$ cat src/rtl/sspd_pkg.sv
// shared types, constants and codes of the sweep sync pulse decoder
package sspd_pkg;

  localparam int unsigned TsBits      = 32;
  localparam int unsigned BiasBits    = 10;
  localparam int unsigned MaxBits     = 16;
  localparam int unsigned CfgIdxBits  = 1;
  localparam int unsigned CfgDataBits = 16;
  localparam int unsigned BndBits     = 11;
  localparam int unsigned ThrBits     = 12;
  localparam int unsigned NumBounds   = 10;
  localparam int unsigned NumAxes     = 2;
  localparam int unsigned NumStations = 2;
  localparam int unsigned QDepth      = 2;

  typedef logic [TsBits-1:0]   ts_t;
  typedef logic [BndBits-1:0]  bnd_t;
  typedef logic [ThrBits-1:0]  thr_t;

  localparam logic [CfgIdxBits-1:0] CfgWidthBias = 1'd0;
  localparam logic [CfgIdxBits-1:0] CfgMaxDelta  = 1'd1;

  localparam logic [BiasBits-1:0] WidthBiasRst = '0;
  localparam logic [MaxBits-1:0]  MaxDeltaRst  = 16'd4630;

  // width bin edges in ticks, each shifted by the bias
  localparam bnd_t Bounds [NumBounds] = '{
    11'd100, 11'd585, 11'd675, 11'd781, 11'd885,
    11'd989, 11'd1083, 11'd1200, 11'd1300, 11'd1400
  };

  localparam logic StationA = 1'b0;
  localparam logic StationB = 1'b1;

  typedef enum logic [1:0] {
    KindLaser,
    KindSync,
    KindSkip
  } kind_e;

  typedef enum logic [2:0] {
    PhSearch,
    PhSyncA,
    PhSkipB,
    PhWaitA,
    PhWaitB
  } phase_e;

  typedef struct packed {
    kind_e kind;
    logic  axis;
    ts_t   rise;
  } pulse_t;

  typedef struct packed {
    logic hit;
    logic station;
    ts_t  sync;
    ts_t  laser;
    ts_t  delta;
    ts_t  prev;
  } cand_t;

endpackage

$ cat src/rtl/sspd_if.sv
// handshake interfaces for pulse words in and sweep words out
interface sspd_pulse_if ();
  import sspd_pkg::*;

  logic valid;
  logic ready;
  ts_t  rise_time;
  ts_t  fall_time;

  modport source (output valid, rise_time, fall_time, input ready);
  modport sink   (input valid, rise_time, fall_time, output ready);
endinterface

interface sspd_sweep_if ();
  import sspd_pkg::*;

  logic valid;
  logic ready;
  ts_t  sync_ts;
  ts_t  laser_ts;
  logic station;
  logic axis;

  modport source (output valid, sync_ts, laser_ts, station, axis, input ready);
  modport sink   (input valid, sync_ts, laser_ts, station, axis, output ready);
endinterface

$ cat src/rtl/sspd_front.sv
// front end: takes pulse words, classifies the width and drops invalid pulses
module sspd_front (
  sspd_pulse_if.sink                      pulse_i,
  input  logic [sspd_pkg::BiasBits-1:0]   width_bias_i,
  input  logic                            full_i,
  output logic                            push_o,
  output sspd_pkg::pulse_t                pulse_o
);
  import sspd_pkg::*;

  ts_t    width;
  thr_t   thr [NumBounds];
  logic   ge  [NumBounds];
  logic   gt_lo;
  logic   gt_sync;
  logic   known;
  kind_e  kind;
  logic   axis;

  always_comb begin
    width = pulse_i.fall_time - pulse_i.rise_time;
    for (int k = 0; k < NumBounds; k++) begin
      thr[k] = ThrBits'(Bounds[k]) + ThrBits'(width_bias_i);
      ge[k]  = width >= TsBits'(thr[k]);
    end
    gt_lo   = ge[0] && (width != TsBits'(thr[0]));
    gt_sync = ge[1] && (width != TsBits'(thr[1]));

    known = 1'b1;
    kind  = KindLaser;
    axis  = 1'b0;
    if (gt_lo && !ge[1]) begin
      kind = KindLaser;
    end else if (gt_sync && !ge[2]) begin
      kind = KindSync;
    end else if (ge[2] && !ge[3]) begin
      kind = KindSync;
      axis = 1'b1;
    end else if (ge[3] && !ge[4]) begin
      kind = KindSync;
    end else if (ge[4] && !ge[5]) begin
      kind = KindSync;
      axis = 1'b1;
    end else if (ge[5] && !ge[6]) begin
      kind = KindSkip;
    end else if (ge[6] && !ge[7]) begin
      kind = KindSkip;
      axis = 1'b1;
    end else if (ge[7] && !ge[8]) begin
      kind = KindSkip;
    end else if (ge[8] && !ge[9]) begin
      kind = KindSkip;
      axis = 1'b1;
    end else begin
      known = 1'b0;
    end
  end

  assign pulse_i.ready = !full_i;
  assign push_o        = pulse_i.valid && !full_i && known;
  assign pulse_o       = '{kind: kind, axis: axis, rise: pulse_i.rise_time};

endmodule

$ cat src/rtl/sspd_queue.sv
// short queue of classified pulses between front and back
module sspd_queue (
  input  logic              clk_i,
  input  logic              rst_ni,
  input  logic              push_i,
  input  sspd_pkg::pulse_t  wdata_i,
  output logic              full_o,
  input  logic              pop_i,
  output sspd_pkg::pulse_t  rdata_o,
  output logic              empty_o
);
  import sspd_pkg::*;

  localparam int unsigned PtrBits = $clog2(QDepth);
  localparam int unsigned CntBits = $clog2(QDepth + 1);

  pulse_t               mem_q [QDepth];
  logic [PtrBits-1:0]   wr_ptr_q;
  logic [PtrBits-1:0]   rd_ptr_q;
  logic [CntBits-1:0]   cnt_q;
  logic [CntBits-1:0]   cnt_d;

  always_comb begin
    cnt_d = cnt_q;
    case ({push_i, pop_i})
      2'b10:   cnt_d = cnt_q + CntBits'(1);
      2'b01:   cnt_d = cnt_q - CntBits'(1);
      default: cnt_d = cnt_q;
    endcase
  end

  always_ff @(posedge clk_i or negedge rst_ni) begin
    if (!rst_ni) begin
      wr_ptr_q <= '0;
      rd_ptr_q <= '0;
      cnt_q    <= '0;
    end else begin
      cnt_q <= cnt_d;
      if (push_i) begin
        wr_ptr_q <= wr_ptr_q + PtrBits'(1);
      end
      if (pop_i) begin
        rd_ptr_q <= rd_ptr_q + PtrBits'(1);
      end
    end
  end

  always_ff @(posedge clk_i) begin
    if (push_i) begin
      mem_q[wr_ptr_q] <= wdata_i;
    end
  end

  assign rdata_o = mem_q[rd_ptr_q];
  assign full_o  = cnt_q == CntBits'(QDepth);
  assign empty_o = cnt_q == '0;

endmodule

$ cat src/rtl/sspd_back.sv
// back end: azimuth and elevation trackers, sync stamps and previous deltas
module sspd_back (
  input  logic              clk_i,
  input  logic              rst_ni,
  input  sspd_pkg::pulse_t  pulse_i,
  input  logic              empty_i,
  output logic              pop_o,
  input  logic              adv_i,
  output logic              cand_valid_o,
  output sspd_pkg::cand_t   cand_o [sspd_pkg::NumAxes]
);
  import sspd_pkg::*;

  phase_e phase_q [NumAxes];
  phase_e phase_d [NumAxes];
  ts_t    stamp_q [NumAxes][NumStations];
  ts_t    stamp_d [NumAxes][NumStations];
  ts_t    prev_q  [NumAxes][NumStations];
  ts_t    prev_d  [NumAxes][NumStations];
  cand_t  cand_q  [NumAxes];
  cand_t  cand_d  [NumAxes];
  logic   cand_valid_q;
  logic   cand_valid_d;
  logic   load;
  logic   mine_sync;
  logic   mine_skip;
  logic   st;
  ts_t    delta;

  always_comb begin
    load         = !cand_valid_q || adv_i;
    pop_o        = !empty_i && load;
    phase_d      = phase_q;
    stamp_d      = stamp_q;
    prev_d       = prev_q;
    cand_d       = cand_q;
    cand_valid_d = cand_valid_q;
    mine_sync    = 1'b0;
    mine_skip    = 1'b0;
    st           = StationA;
    delta        = '0;
    if (load) begin
      cand_valid_d = 1'b0;
      for (int a = 0; a < NumAxes; a++) begin
        cand_d[a].hit = 1'b0;
      end
    end
    if (pop_o) begin
      for (int a = 0; a < NumAxes; a++) begin
        mine_sync = pulse_i.kind == KindSync && pulse_i.axis == 1'(a);
        mine_skip = pulse_i.kind == KindSkip && pulse_i.axis == 1'(a);
        st        = (phase_q[a] == PhWaitB) ? StationB : StationA;
        delta     = pulse_i.rise - stamp_q[a][st];
        unique case (phase_q[a]) inside
          PhSearch, PhSyncA, PhWaitA, PhWaitB: begin
            if (mine_sync) begin
              stamp_d[a][StationA] = pulse_i.rise;
              phase_d[a]           = PhSyncA;
            end else if (mine_skip) begin
              phase_d[a] = (phase_q[a] == PhSyncA) ? PhWaitA : PhSkipB;
            end else if (pulse_i.kind == KindLaser &&
                         (phase_q[a] == PhWaitA || phase_q[a] == PhWaitB)) begin
              cand_d[a]     = '{hit: prev_q[a][st] != '0, station: st,
                                sync: stamp_q[a][st], laser: pulse_i.rise,
                                delta: delta, prev: prev_q[a][st]};
              cand_valid_d  = cand_valid_d || (prev_q[a][st] != '0);
              prev_d[a][st] = delta;
              phase_d[a]    = PhSearch;
            end else begin
              phase_d[a] = PhSearch;
            end
          end
          PhSkipB: begin
            if (mine_sync) begin
              stamp_d[a][StationB] = pulse_i.rise;
              phase_d[a]           = PhWaitB;
            end else if (mine_skip) begin
              phase_d[a] = PhSkipB;
            end else begin
              phase_d[a] = PhSearch;
            end
          end
          default: phase_d[a] = PhSearch;
        endcase
      end
    end
  end

  always_ff @(posedge clk_i or negedge rst_ni) begin
    if (!rst_ni) begin
      for (int a = 0; a < NumAxes; a++) begin
        phase_q[a] <= PhSearch;
      end
    end else begin
      phase_q <= phase_d;
    end
  end

  always_ff @(posedge clk_i or negedge rst_ni) begin
    if (!rst_ni) begin
      cand_valid_q <= 1'b0;
      for (int a = 0; a < NumAxes; a++) begin
        for (int s = 0; s < NumStations; s++) begin
          stamp_q[a][s] <= '0;
          prev_q[a][s]  <= '0;
        end
      end
    end else begin
      cand_valid_q <= cand_valid_d;
      stamp_q      <= stamp_d;
      prev_q       <= prev_d;
    end
  end

  always_ff @(posedge clk_i) begin
    cand_q <= cand_d;
  end

  assign cand_valid_o = cand_valid_q;
  assign cand_o       = cand_q;

endmodule

$ cat src/rtl/sspd_gap.sv
// delta change check and output register
module sspd_gap (
  input  logic                           clk_i,
  input  logic                           rst_ni,
  input  logic                           cand_valid_i,
  input  sspd_pkg::cand_t                cand_i [sspd_pkg::NumAxes],
  input  logic [sspd_pkg::MaxBits-1:0]   max_delta_i,
  output logic                           adv_o,
  sspd_sweep_if.source                   sweep_o
);
  import sspd_pkg::*;

  localparam int unsigned DiffBits = TsBits + 1;

  logic signed [DiffBits-1:0] diff [NumAxes];
  logic signed [DiffBits-1:0] lim;
  logic                       pass [NumAxes];
  logic                       sel;
  logic                       valid_q;
  ts_t                        sync_q;
  ts_t                        laser_q;
  logic                       station_q;
  logic                       axis_q;

  always_comb begin
    lim = $signed({{(DiffBits - MaxBits){1'b0}}, max_delta_i});
    for (int a = 0; a < NumAxes; a++) begin
      diff[a] = $signed({cand_i[a].delta[TsBits-1], cand_i[a].delta})
              - $signed({cand_i[a].prev[TsBits-1], cand_i[a].prev});
      pass[a] = cand_i[a].hit && (diff[a] < lim) && (diff[a] > -lim);
    end
    sel = !pass[0];
  end

  assign adv_o = !valid_q || sweep_o.ready;

  always_ff @(posedge clk_i or negedge rst_ni) begin
    if (!rst_ni) begin
      valid_q <= 1'b0;
    end else if (adv_o) begin
      valid_q <= cand_valid_i && (pass[0] || pass[1]);
    end
  end

  always_ff @(posedge clk_i) begin
    if (adv_o) begin
      sync_q    <= cand_i[sel].sync;
      laser_q   <= cand_i[sel].laser;
      station_q <= cand_i[sel].station;
      axis_q    <= sel;
    end
  end

  assign sweep_o.valid    = valid_q;
  assign sweep_o.sync_ts  = sync_q;
  assign sweep_o.laser_ts = laser_q;
  assign sweep_o.station  = station_q;
  assign sweep_o.axis     = axis_q;

endmodule

$ cat src/rtl/sweep_sync_pulse_decoder_unit.sv
// top level of the sweep sync pulse decoder
// a pulse word passes through the queue, the candidate register and the output register
// throughput: one pulse word per cycle unless the sweep output stalls; a two-word queue
//   sits between the classifier and the trackers, and the output register lets both run on
// reset: trackers to search, sync stamps and previous deltas to zero,
//   queue and output emptied, width bias to 0 and delta limit to 4630
module sweep_sync_pulse_decoder_unit (
  input  logic                               clk_i,
  input  logic                               rst_ni,
  sspd_pulse_if.sink                         pulse_i,
  sspd_sweep_if.source                       sweep_o,
  input  logic                               cfg_we_i,
  input  logic [sspd_pkg::CfgIdxBits-1:0]    cfg_idx_i,
  input  logic [sspd_pkg::CfgDataBits-1:0]   cfg_data_i
);
  import sspd_pkg::*;

  logic [BiasBits-1:0] width_bias_q;
  logic [MaxBits-1:0]  max_delta_q;
  logic                push;
  pulse_t              push_data;
  logic                full;
  logic                pop;
  pulse_t              pop_data;
  logic                empty;
  logic                adv;
  logic                cand_valid;
  cand_t               cand [NumAxes];

  always_ff @(posedge clk_i or negedge rst_ni) begin
    if (!rst_ni) begin
      width_bias_q <= WidthBiasRst;
      max_delta_q  <= MaxDeltaRst;
    end else if (cfg_we_i) begin
      unique case (cfg_idx_i)
        CfgWidthBias: width_bias_q <= cfg_data_i[BiasBits-1:0];
        CfgMaxDelta:  max_delta_q  <= cfg_data_i[MaxBits-1:0];
        default: ;
      endcase
    end
  end

  sspd_front u_front (
    .pulse_i      (pulse_i),
    .width_bias_i (width_bias_q),
    .full_i       (full),
    .push_o       (push),
    .pulse_o      (push_data)
  );

  sspd_queue u_queue (
    .clk_i   (clk_i),
    .rst_ni  (rst_ni),
    .push_i  (push),
    .wdata_i (push_data),
    .full_o  (full),
    .pop_i   (pop),
    .rdata_o (pop_data),
    .empty_o (empty)
  );

  sspd_back u_back (
    .clk_i        (clk_i),
    .rst_ni       (rst_ni),
    .pulse_i      (pop_data),
    .empty_i      (empty),
    .pop_o        (pop),
    .adv_i        (adv),
    .cand_valid_o (cand_valid),
    .cand_o       (cand)
  );

  sspd_gap u_gap (
    .clk_i        (clk_i),
    .rst_ni       (rst_ni),
    .cand_valid_i (cand_valid),
    .cand_i       (cand),
    .max_delta_i  (max_delta_q),
    .adv_o        (adv),
    .sweep_o      (sweep_o)
  );

endmodule

$ cat src/flat_wrapper.sv
// flat-port wrapper written by rule: the top's interface ports become plain ports
module sweep_sync_pulse_decoder_unit_flat import sspd_pkg::*;
  (clk_i, rst_ni, cfg_we_i, cfg_idx_i, cfg_data_i, pulse_i_valid, pulse_i_rise_time, pulse_i_fall_time, pulse_i_ready, sweep_o_valid, sweep_o_sync_ts, sweep_o_laser_ts, sweep_o_station, sweep_o_axis, sweep_o_ready);
  sspd_pulse_if pulse_i_i ();
  sspd_sweep_if sweep_o_i ();
  input  logic clk_i;
  input  logic rst_ni;
  input  logic cfg_we_i;
  input  logic [sspd_pkg::CfgIdxBits-1:0] cfg_idx_i;
  input  logic [sspd_pkg::CfgDataBits-1:0] cfg_data_i;
  input wire logic [$bits(pulse_i_i.valid)-1:0] pulse_i_valid;
  input wire logic [$bits(pulse_i_i.rise_time)-1:0] pulse_i_rise_time;
  input wire logic [$bits(pulse_i_i.fall_time)-1:0] pulse_i_fall_time;
  output wire logic [$bits(pulse_i_i.ready)-1:0] pulse_i_ready;
  output wire logic [$bits(sweep_o_i.valid)-1:0] sweep_o_valid;
  output wire logic [$bits(sweep_o_i.sync_ts)-1:0] sweep_o_sync_ts;
  output wire logic [$bits(sweep_o_i.laser_ts)-1:0] sweep_o_laser_ts;
  output wire logic [$bits(sweep_o_i.station)-1:0] sweep_o_station;
  output wire logic [$bits(sweep_o_i.axis)-1:0] sweep_o_axis;
  input wire logic [$bits(sweep_o_i.ready)-1:0] sweep_o_ready;
  assign pulse_i_i.valid = pulse_i_valid;
  assign pulse_i_i.rise_time = pulse_i_rise_time;
  assign pulse_i_i.fall_time = pulse_i_fall_time;
  assign pulse_i_ready = pulse_i_i.ready;
  assign sweep_o_valid = sweep_o_i.valid;
  assign sweep_o_sync_ts = sweep_o_i.sync_ts;
  assign sweep_o_laser_ts = sweep_o_i.laser_ts;
  assign sweep_o_station = sweep_o_i.station;
  assign sweep_o_axis = sweep_o_i.axis;
  assign sweep_o_i.ready = sweep_o_ready;
  sweep_sync_pulse_decoder_unit u_core (.clk_i(clk_i), .rst_ni(rst_ni), .pulse_i(pulse_i_i), .sweep_o(sweep_o_i), .cfg_we_i(cfg_we_i), .cfg_idx_i(cfg_idx_i), .cfg_data_i(cfg_data_i));
endmodule
$ cat config.mk
export PLATFORM = sky130hd
export DESIGN_NAME = sweep_sync_pulse_decoder_unit_flat
export DESIGN_NICKNAME = d
export VERILOG_FILES = /design/src/rtl/sspd_pkg.sv /design/src/rtl/sspd_if.sv /design/src/rtl/sspd_front.sv /design/src/rtl/sspd_queue.sv /design/src/rtl/sspd_back.sv /design/src/rtl/sspd_gap.sv /design/src/rtl/sweep_sync_pulse_decoder_unit.sv /design/src/flat_wrapper.sv
export SDC_FILE = /design/constraint.sdc
export NUM_CORES = 1
export LEC_CHECK = 0
export BUFFER_PORTS_ARGS = -buffer_cell sky130_fd_sc_hd__clkbuf_2
export CAP_MARGIN = 10
export CORE_UTILIZATION = 34
export DETAILED_ROUTE_END_ITERATION = 16
export MAX_ROUTING_LAYER = met4
export PLACE_DENSITY = 0.47
export SETUP_SLACK_MARGIN = 0.3
export SYNTH_ARGS = -nofsm -noshare
export SYNTH_HDL_FRONTEND = slang
export SYNTH_HIERARCHICAL = 1
export SYNTH_SLANG_ARGS = --single-unit
$ cat constraint.sdc
create_clock -name clk_i -period 24.2 [get_ports clk_i]
set_input_delay 4.84 -clock clk_i [delete_from_list [all_inputs] [get_ports clk_i]]
set_output_delay 4.84 -clock clk_i [all_outputs]
set_load 0.005 [all_outputs]
### Yosys cells after proc, flatten, opt, wreduce, memory -nomap -nowiden

Memory sizes are Yosys's and may differ from the RTL's.
Index checks and enable logic that the tools add are counted.

| cells by class | value |
|---|---|
| multipliers | 0 |
| reductions and logical operators | 65 |
| bitwise operators | 9 |
| $add $sub $neg | 20 |
| muxes and demuxes | 86 |
| eq/ne operators | 15 |
| shift-type cells | 0 |
| div/mod/pow operators | 0 |
| $lt $le $gt $ge | 19 |

Operator list:

| operator | number |
|---|---|
| $mux W130 | 8 |
| $mux W32 | 14 |
| $mux W129 | 3 |
| $mux W260 | 1 |
| $ge A32 B11 Y1 | 6 |
| $bwmux W64 | 2 |
| $ge A32 B12 Y1 | 4 |
| $sub A32 B32 Y32 | 3 |
| $gt A33 B33 Y1 | 2 |
| $lt A33 B17 Y1 | 2 |
| $sub A32 B32 Y33 | 2 |
| $demux W32 S1 | 2 |
| $ne A32 B11 Y1 | 2 |
| $reduce_bool A32 Y1 | 2 |
| $add A10 B10 Y11 const A | 5 |
| $add A11 B10 Y12 const A | 4 |
| $mux W1 | 36 |
| $neg A16 Y33 | 1 |
| $mux W2 | 14 |
| $logic_and A1 B1 Y1 | 27 |
| $logic_not A1 Y1 | 14 |
| $eq A3 B2 Y1 const B | 4 |
| $pmux W3 S2 | 2 |
| $reduce_and A3 Y1 | 4 |
| other kinds (21) | 50 |

| storage, ports and cells | value |
|---|---|
| bits in read-only memories | 0 |
| memory bits (writable) | 70 |
| memories kept | 1 |
| bits in latches | 0 |
| register bits | 620 |
| input port bits | 86 |
| logic and storage cells | 248 |
| output and inout bits | 68 |

Memory list:

| memory | words | width | rd ports | clocked after Yosys merged registers in | wr ports | RTL line | source |
|---|---|---|---|---|---|---|---|
| u_core.u_queue.mem_q | 2 | 35 | 1 | 0 | 1 | sspd_queue.sv:17 | `pulse_t mem_q [QDepth];` |

### Depth between registers and ports, before layout

Gate-level depths: netlist of the first run.

| depth | value |
|---|---|
| depth in word-level cells | 19 |
| depth in mapped cells | 25 |
| gate-level depth less buffers | 25 |

### By module

The synthesis of the first run kept the hierarchy.

By module, submodules not included:

| module | area each (µm²) | instances | cells an instance |
|---|---|---|---|
| sspd_back | 22680.5 | 1 | 1633 |
| sspd_gap | 9579.2 | 1 | 1106 |
| sspd_front | 5688.0 | 1 | 790 |
| sspd_queue | 2860.2 | 1 | 125 |
| sweep_sync_pulse_decoder_unit | 1059.8 | 1 | 56 |

### Worst setup path after synthesis of the first run

OpenSTA, ideal clock, no wires.

| timing | value |
|---|---|
| path type | in2reg |
| from | in sweep_o_ready |
| to | reg u_core.u_back.cand_valid_q (netlist: u_core/u_back/cand_valid_o) |
| arrival | 13.392 ns |
| setup time | 0.065 ns |
| stages | 7 |
| buffers on the path | 0 |
| slack | 10.743 ns |
| data required time | 24.135 ns |
| cells stage by stage | nand2b_1 -> nor2b_1 -> or2_1 -> or3_1 -> nor2_1 -> o21a_1 -> or3_1 |

| on the way | value |
|---|---|
| cells in the longest elaborated chain, start to end | 15 |
| elaborated cells on any way between the ends | 16 |

RTL lines:

| element | RTL line | source |
|---|---|---|
| from (decl) | flat_wrapper.sv:20 | `input wire logic [$bits(sweep_o_i.ready)-1:0] sweep_o_ready;` |
| $logic_or A1 B1 Y1 * | sspd_gap.sv:35 | `assign adv_o = !valid_q \|\| sweep_o.ready;` |
| $logic_or A1 B1 Y1 * | sspd_back.sv:31 | `load = !cand_valid_q \|\| adv_i;` |
| $mux W1 | sspd_back.sv:42 | `if (load) begin` |
| $logic_or A1 B1 Y1 | sspd_back.sv:66 | `cand_valid_d = cand_valid_d \|\| (prev_q[a][st] != '0);` |
| $mux W1 | sspd_back.sv:61 | `end else if (pulse_i.kind == KindLaser &&` |
| $mux W1 | sspd_back.sv:59 | `end else if (mine_skip) begin` |
| $mux W1 | sspd_back.sv:56 | `if (mine_sync) begin` |
| $mux W1 | sspd_back.sv:54 | `unique case (phase_q[a]) inside` |
| $mux W1 | sspd_back.sv:48 | `if (pop_o) begin` |
| $logic_or A1 B1 Y1 | sspd_back.sv:66 |  |
| $mux W1 | sspd_back.sv:61 |  |
| $mux W1 | sspd_back.sv:59 |  |
| $mux W1 | sspd_back.sv:56 |  |
| $mux W1 | sspd_back.sv:54 |  |
| $mux W1 * | sspd_back.sv:48 |  |
| via u_core.u_back.cand_valid_d | sspd_back.sv:23 | `logic cand_valid_d;` |
| to (signal assigned) | sspd_back.sv:109 | `cand_valid_q <= cand_valid_d;` |
| to (decl) | sspd_back.sv:22 | `logic cand_valid_q;` |

Mark *: on every way through the listed nets, which the timed path passes. The rest lies on a longest branch. The select of a mux whose other input is x is not followed.
A chain may end at the register's enable or synchronous reset.

### Worst setup path in the final report of the first run

| timing | value |
|---|---|
| from | in pulse_i_rise_time[0] |
| to | mem u_core/u_queue/mem_q[0][30] in the netlist's numbering, enable pin |

| on the way | value |
|---|---|
| cells in the longest elaborated chain, start to end | 16 |
| elaborated cells on any way between the ends | 45 |

RTL lines:

| element | RTL line | source |
|---|---|---|
| from (decl) | flat_wrapper.sv:12 | `input wire logic [$bits(pulse_i_i.rise_time)-1:0] pulse_i_rise_time;` |
| $sub A32 B32 Y32 * | sspd_front.sv:21 | `width = pulse_i.fall_time - pulse_i.rise_time;` |
| $ge A32 B12 Y1 | sspd_front.sv:24 | `ge[k] = width >= TsBits'(thr[k]);` |
| $logic_not A1 Y1 | sspd_front.sv:51 | `end else if (ge[8] && !ge[9]) begin` |
| $logic_and A1 B1 Y1 | sspd_front.sv:51 |  |
| $mux W1 | sspd_front.sv:51 |  |
| $mux W1 | sspd_front.sv:49 | `end else if (ge[7] && !ge[8]) begin` |
| $mux W1 | sspd_front.sv:46 | `end else if (ge[6] && !ge[7]) begin` |
| $mux W1 | sspd_front.sv:44 | `end else if (ge[5] && !ge[6]) begin` |
| $mux W1 | sspd_front.sv:41 | `end else if (ge[4] && !ge[5]) begin` |
| $mux W1 | sspd_front.sv:39 | `end else if (ge[3] && !ge[4]) begin` |
| $mux W1 | sspd_front.sv:36 | `end else if (ge[2] && !ge[3]) begin` |
| $mux W1 | sspd_front.sv:34 | `end else if (gt_sync && !ge[2]) begin` |
| $mux W1 * | sspd_front.sv:32 | `if (gt_lo && !ge[1]) begin` |
| $logic_and A1 B1 Y1 * | sspd_front.sv:60 | `assign push_o = pulse_i.valid && !full_i && known;` |
| via u_core.push | sweep_sync_pulse_decoder_unit.sv:20 | `logic push;` |
| $mux W1 * | sspd_queue.sv:49 | `if (push_i) begin` |
| $mux W1 (not written as such) * | sspd_queue.sv:50 | `mem_q[wr_ptr_q] <= wdata_i;` |
| to (decl) | sspd_queue.sv:17 |  |

Mark *: on every way through the listed nets, which the timed path passes. The rest lies on a longest branch.

==> run_results.csv, run 1 <==
group,metric,value,unit
synth,netlist_instances,3710,
synth,yosys.area.top_type,"edfxtp_1",
synth,synth_edf_count,394,
die,fp.dieW,352.9,um
critical_path,cp-start-kind,"input port",
synth,netlist_area,0.04187,mm^2
global_route,grt_pass1_wl,174.8,mm
critical_path,cp_max_fo,35,
cts,cts_tree,"built",
die,placementRows,128,
sta,setup_viol,0,
critical_path,cp.arrival,10.48,ns
power_and_ir_drop,power_frac_clock,27.4,%
critical_path,end_kind,"register",
synth,synthArstFlopShare,42.61,%
die,dieHeight,352.9,um
power_and_ir_drop,p_per_area,97.29,mW/mm^2
cells_and_area,final_layout_size_suffix_gt1_share,19.71,%
power_and_ir_drop,comb_power_share,38.3,%
cts,cts_hold_buf,0,
sta,final.setup.tns,0,ns
cells_and_area,area_delta_synth_final,12.24,%
cts,numCtsBuffers,79,
cells_and_area,layout.cells.most_common_list,"edfxtp_1, ha_1, nand2_1, mux2_2, dfrtp_1",
drt,drt-initial-drc-count,1548,
die,core,0.1220,mm^2
synth,synth.area.top_cells,"edfxtp_1, dfrtp_1, ha_1",
sta,fmax,97.77,MHz
run,drv_cap,0,
synth,yosysWarningCount,6,
synth,synth.avg_cell_area,11.29,um^2
cts,clk_latency,0.66,ns
drt,ant_nets,0,
power_and_ir_drop,p_int,2.882,mW
critical_path,critPathKind,"in2reg",
global_route,grt_pass1_vias,28643,
global_route,grt.busiest_layer,"met2",
global_route,grt_util_met2,28.96,%
sta,hold_slack,0.4615,ns
cts,post_cts_resized,0,
placement,pre_cts_ws,13.29,ns
cts,htreeDepth,3,
power_and_ir_drop,ir_drop,60.33,uV
global_route,antenna_found_initial,3,
sta,drv_slew,0,
synth,synth_top_area_share,28.26,%
min_path,min_path_type,"reg2reg",
cts,cts_buffer_depth,3,
cts,clkTransAtPathRegs,0.07,ns
critical_path,critPathSlowestCell,"nor2_4",
synth,synth_nets,4163,
drt,drt_wl_total,113.4,mm
power_and_ir_drop,seqPwrFrac,34.3,%
placement,dp_hpwl,85.69,mm
die,initial_core_util,34.31,%
sta,hold_violations,0,
drt,viasPerCell,5.134,
global_route,grt.overflow.total,0,
sta,clock_skew,0.03291,ns
critical_path,cpPeakStageDelay,0.82,ns
sta,timing.final.crit_share,42.26,%
die,io_pins,154,
cts,root_buffer,"clkbuf_16",
drt,firstDrtPassIters,5,
global_route,use_met1,25.25,%
drt,vias,28417,
global_route,grt_max_degree,166,
critical_path,path_buf_inv,4,
cells_and_area,final_util,38.51,%
power_and_ir_drop,p_sw_share,36.97,%
die,die_area,0.1245,mm^2
drt,drc_errors,0,
critical_path,required,24.46,ns
synth,synth_ff_type,"edfxtp_1",
synth,synth.distinct_cells,110,
synth,ys_ff_latch,690,
sta,tightest_slew,1.069,ns
global_route,grt_use_met3,2.966,%
sta,setup_ws,13.97,ns
cts,numClockSinks,690,
cells_and_area,mostFrequentLayoutCell,"edfxtp_1",
sta,min_period,10.23,ns
critical_path,crit_family,"simple AND/OR/NAND/NOR gates",
drt,wl_per_cell,20.49,um
global_route,track_usage,18.74,%
power_and_ir_drop,p_leak,20.45,nW
placement,routabilityCongestion,0.8685,
sta,rsz0062_at_grt,"no",
power_and_ir_drop,switching_power,1.690,mW
synth,ys_seq_area_share,45.94,%
cts,cts_setup_buffers,0,
placement,io_buffers,153,
cells_and_area,nFillCells,12112,
outcome,status,"completed",
cells_and_area,fin_nets,4292,
sta,relSlewSlack,28.56,%
critical_path,path_cells,"clkbuf_2 > ha_1 > inv_1 > fa_1 > a21o_1 > a311o_2 > nand2_1 > o21ai_0 > xor2_1 > buf_4 > ha_1 > or4_1 > o221ai_1 > a21oi_1 > o31a_1 > a21o_1 > a221oi_2 > nand2b_1 > a41oi_1 > nor2_1 > nor4b_2 > inv_1 > nor2_4",
## power groups by stage
stage	clock, mW	sequential [mW]	combinational, mW
floorplan	0	1.57	1.22
global placement	0	1.59	1.75
detailed placement	0	1.59	1.75
CTS	1.29	1.57	1.76
global route	1.34	1.59	1.95
finish	1.25	1.57	1.75
## state kept, by name, indices dropped and copies added (netlist names)
signal                         cells
u_core/u_back/cand_o             260
u_core/u_back/prev_q             128
u_core/u_back/stamp_q            128
u_core/u_queue/mem_q              70
u_core/u_gap/sweep_o.laser_ts     32
u_core/u_gap/sweep_o.sync_ts      32
u_core/max_delta_q                16
u_core/width_bias_q               10
u_core/u_back/phase_q              6
u_core/u_queue/cnt_q               2
u_core/u_back/cand_valid_o         1
u_core/u_gap/sweep_o.axis          1
u_core/u_gap/sweep_o.station       1
u_core/u_gap/sweep_o.valid         1
u_core/u_queue/rd_ptr_q            1
u_core/u_queue/wr_ptr_q            1
## final timing paths
kind	startpoint	to	slack, ns	depth (start not counted)
min in group asynchronous	rst_ni	u_core/max_delta_q[11]$_DFFE_PN0P_	4.14	1
max in group asynchronous	rst_ni	u_core/u_back/stamp_q[114]$_DFFE_PN0P_	18.55	2
worst max register to register	u_core/u_back/cand_o[166]$_DFFE_PP_	u_core/u_gap/sweep_o.sync_ts[9]$_DFFE_PP_	17.52	23
worst min register to register	u_core/u_back/cand_o[129]$_DFF_P_	u_core/u_back/cand_o[129]$_DFF_P_	0.46	1
worst max-delay path	pulse_i_rise_time[0]	u_core/u_queue/mem_q[0][30]$_DFFE_PP_	13.97	23
worst min-delay path	u_core/u_back/cand_o[129]$_DFF_P_	u_core/u_back/cand_o[129]$_DFF_P_	0.46	1
## stage by stage
stage / instance area (um^2) / power, mW / instances
global route: 46980 / 4.871 / 5531
finish: 46990 / 4.572 / 5535
CTS: 46980 / 4.624 / 5531
floorplan: 41870 / 2.791 / 3710
detailed placement: 44240 / 3.345 / 5383
global placement: 44240 / 3.335 / 5383
## metal layers
metal  share of wire, %  wire length [um]
met1                 48             54440
met5                  0                 0
met4                2.7              3066
met3                3.9              4463
met2                 45             51420
## final cells by class
type	instances	area (um^2)	area share [%]
clock inverter	31	442.9	0.9425
tap	1625	2033	4.327
timing repair buffer	192	1094	2.327
multi-input combinational	2610	20880	44.42
inverter	266	998.5	2.125
antenna	4	10.01	0.02130
sequential	690	19240	40.93
clock buffer	117	2303	4.902
## synthesized netlist by cell type, drive strengths merged, types with 39 or more instances
| master | instances |
|---|---|
| a21oi | 220 |
| o21a | 43 |
| clkbuf | 56 |
| a21o | 62 |
| dfrtp | 289 |
| inv | 266 |
| mux2 | 389 |
| xnor2 | 127 |
| ha | 362 |
| edfxtp | 394 |
| xor2 | 67 |
| o21ai | 151 |
| nand4 | 51 |
| mux2i | 71 |
| nand2 | 313 |
| nor4 | 39 |
| nor3 | 70 |
| buf | 88 |
| nor2 | 157 |
| nand3 | 62 |
## cell families (layout without fill, tap and decap cells)
| group | Yosys count | count (layout) | share of synthesized area (%) |
|---|---|---|---|
| compound gates | 716 | 716 | 11.34 |
| xor+xnor | 195 | 195 | 4.133 |
| fa+ha+maj | 369 | 369 | 11.11 |
| buf+inv | 410 | 606 | 4.369 |
| flops | 690 | 690 | 45.94 |
| mux | 460 | 460 | 12.95 |
| other cells | 0 | 4 | 0 |
| simple gates | 870 | 870 | 10.15 |
(Power assumes the default switching activity.)
==> inputs of run 2 (changes only) <==
--- a/config.mk
+++ b/config.mk
@@ -5,12 +5,13 @@
 export SDC_FILE = /design/constraint.sdc
 export NUM_CORES = 1
 export LEC_CHECK = 0
+export ABC_AREA = 1
 export BUFFER_PORTS_ARGS = -buffer_cell sky130_fd_sc_hd__clkbuf_2
 export CAP_MARGIN = 10
 export CORE_UTILIZATION = 34
 export DETAILED_ROUTE_END_ITERATION = 16
 export MAX_ROUTING_LAYER = met4
-export PLACE_DENSITY = 0.47
+export PLACE_DENSITY = 0.49
 export SETUP_SLACK_MARGIN = 0.3
 export SYNTH_ARGS = -nofsm -noshare
 export SYNTH_HDL_FRONTEND = slang
==> constraint.sdc (replaced) <==
create_clock -name clk_i -period 8.28 [get_ports clk_i]
set_input_delay 1.656 -clock clk_i [delete_from_list [all_inputs] [get_ports clk_i]]
set_output_delay 1.656 -clock clk_i [all_outputs]
set_load 0.005 [all_outputs]
==> run_results.csv, run 2 <==
group,metric,value,unit
critical_path,critPathKind,"reg2reg",
sta,rsz0062_at_grt,"no",
run,drv_cap,0,
min_path,min_path_type,"reg2reg",
synth,yosys.area.top_type,"edfxtp_1",
synth,synth.avg_cell_area,7.588,um^2
power_and_ir_drop,ir_drop,184.3,uV
sta,relSlewSlack,17.93,%
sta,final.setup.tns,0,ns
cts,cts_hold_buf,0,
synth,synthArstFlopShare,42.61,%
sta,tightest_slew,1.218,ns
synth,netlist_area,0.04648,mm^2
placement,pre_cts_ws,1.907,ns
critical_path,cp-start-kind,"register",
cts,numClockSinks,690,
min_path,hold_path_depth,2,
die,fp.dieW,371.7,um
placement,io_buffers,153,
placement,dp_hpwl,117.9,mm
cells_and_area,multi_input_area,0.02215,mm^2
drt,drc_errors,0,
cells_and_area,final_layout_size_suffix_gt1_share,7.944,%
drt,wl_per_cell,18.86,um
cells_and_area,final_cells,8092,
drt,ant_nets,0,
cells_and_area,largest_register_ffs,260,
global_route,antenna_found_initial,9,
global_route,grt_pass1_vias,36968,
cts,post_cts_resized,0,
sta,hold_violations,0,
critical_path,crit_top_cell,"nand2_1",
critical_path,r2r-start,"u_core/max_delta_q[0]$_DFFE_PN0P_",
cells_and_area,mostFrequentLayoutCell,"nand2_1",
synth,synth_most_common_cell,"nand2_1",
outcome,status,"completed",
sta,hold_slack,0.4576,ns
synth,netlist_instances,6125,
critical_path,crit_cells,26,
critical_path,crit_family,"simple AND/OR/NAND/NOR gates",
cts,cts_buffer_depth,3,
cts,clkTransAtPathRegs,0.06,ns
cells_and_area,stdcell_area,0.05154,mm^2
cells_and_area,area_delta_synth_final,10.89,%
sta,timing.final.crit_share,70.19,%
cts,clk_latency,0.70,ns
synth,synth_edf_count,394,
die,core,0.1355,mm^2
critical_path,path_buf_inv,4,
synth,yosysWarningCount,6,
drt,drt_wl_total,152.6,mm
sta,setup_viol,0,
critical_path,required,8.83,ns
power_and_ir_drop,p_leak,26.97,nW
sta,drv_slew,0,
synth,synth.distinct_cells,61,
synth,synth_ff_type,"edfxtp_1",
cts,cts_setup_buffers,0,
placement,routabilityCongestion,0.9641,
critical_path,crit_start,"u_core/max_delta_q[0]$_DFFE_PN0P_",
global_route,grt_pass1_wl,229.0,mm
placement,dpl.cell_count,7935,
sta,min_period,5.812,ns
critical_path,end_kind,"register",
cells_and_area,register_area,0.01924,mm^2
critical_path,critPathSlowestCell,"nor3_1",
critical_path,cpPeakStageDelay,0.80,ns
synth,synth_top_area_share,25.46,%
cells_and_area,fin_nets,6691,
cts,htreeDepth,3,
die,dieHeight,371.7,um
cells_and_area,layout.cells.most_common_list,"nand2_1, inv_1, edfxtp_1, ha_1, nand3_1",
die,die_area,0.1382,mm^2
cts,numCtsBuffers,82,
drt,viasPerCell,4.783,
cts,root_buffer,"clkbuf_16",
sta,fmax,172.1,MHz
die,io_pins,154,
placement,placedInstanceArea,0.04881,mm^2
drt,drt-initial-drc-count,3036,
sta,clock_skew,0.03706,ns
cells_and_area,nFillCells,14228,
global_route,grt.overflow.total,0,
drt,firstDrtPassIters,7,
power_and_ir_drop,p_per_area,317.0,mW/mm^2
die,initial_core_util,34.31,%
critical_path,cp.arrival,6.37,ns
synth,synth_top_cells_by_count,"nand2_1, inv_1, edfxtp_1",
min_path,min-delay-start,"u_core/u_back/cand_o[129]$_DFF_P_",
synth,ys_seq_area_share,41.39,%
sta,setup_ws,2.468,ns
synth,synth_nets,6578,
drt,vias,38703,
critical_path,worst-r2r-cell-count,26,
global_route,grt_max_degree,145,
synth,ys_ff_latch,690,
global_route,track_usage,22.74,%
critical_path,cp_max_fo,38,
die,placementRows,135,
synth,synth.area.top_cells,"edfxtp_1, nand2_1, dfrtp_1",
cts,cts_tree,"built",
[run 2: path summary, 6_finish.rpt]
path                            slack (ns)                                          to
min in group asynchronous             0.97        u_core/u_back/prev_q[20]$_DFFE_PN0P_
worst max register to register        2.47  u_core/u_gap/sweep_o.sync_ts[30]$_DFFE_PP_
worst min-delay path                  0.46           u_core/u_back/cand_o[129]$_DFF_P_
worst min register to register        0.46           u_core/u_back/cand_o[129]$_DFF_P_
worst max-delay path                  2.47  u_core/u_gap/sweep_o.sync_ts[30]$_DFFE_PP_
max in group asynchronous             5.70         u_core/u_queue/rd_ptr_q$_DFFE_PN0P_
[run 2: layer usage]
metal / share of wire, % / routed length (um) / up-vias / global-route usage (%)
met4: 3.0 / 4636 / 0 / 7.464
li1: - / - / 19625 / -
met2: 44 / 67170 / 907 / 34.60
met1: 48 / 72810 / 17997 / 31.13
met3: 5.3 / 8036 / 174 / 2.964
met5: 0 / 0 / - / -
[run 2: worst reg2reg max path, cell delays in order, from the launching register on]
cell and delay, ns:
dfrtp_1 0.46, inv_1 0.10, ha_1 0.18, nand3_1 0.14, nor2_1 0.13, nand2_1 0.08, nor2_1 0.13, inv_1 0.08
nor3_1 0.25, nand2_1 0.09, nor2_1 0.19, nand3_1 0.27, nor3_1 0.80, ha_1 0.39, nand2_1 0.08, inv_1 0.04
nand3_1 0.11, nor2_1 0.07, o21ai_0 0.08, o211ai_1 0.10, nand2_1 0.09, nand4_1 0.07, and3_2 0.23, nand2_2 0.75
buf_4 0.57, nand2_1 0.14, nand2_1 0.08
[run 2: power by group]
group          switching (mW)  internal (mW)
combinational            5.74           2.34
clock                    1.55           2.07
sequential              0.230           4.40
total                    7.52           8.81
[run 2: stage by stage]
step	total power, mW	utilization, %
3_5_place_dp	12.76	36.03
3_3_place_gp	12.73	36.03
5_1_grt	17.59	38.04
4_1_cts	16.46	38.04
2_1_floorplan	9.827	-
6_report	16.34	38.04
[run 2: layout make-up]
class,instances,area share (%)
diodes,4,0.01942
clock buffers,107,4.282
multi-input cells,4187,42.97
flip-flops and latches,690,37.32
clock inverters,46,0.9832
repair buffers,192,2.170
inverters,1085,7.926
well taps,1781,4.324
[run 2: cells by family after synthesis]
| group | after synthesis | share of synthesized area [%] |
|---|---|---|
| AND/OR/NAND/NOR | 3059 | 27.72 |
| flip-flops | 690 | 41.39 |
| adder cells (fa/ha/maj) | 367 | 9.961 |
| buffers and inverters | 1248 | 11.01 |
| XOR/XNOR | 130 | 2.482 |
| AO/OA/AOI/OAI | 631 | 7.436 |
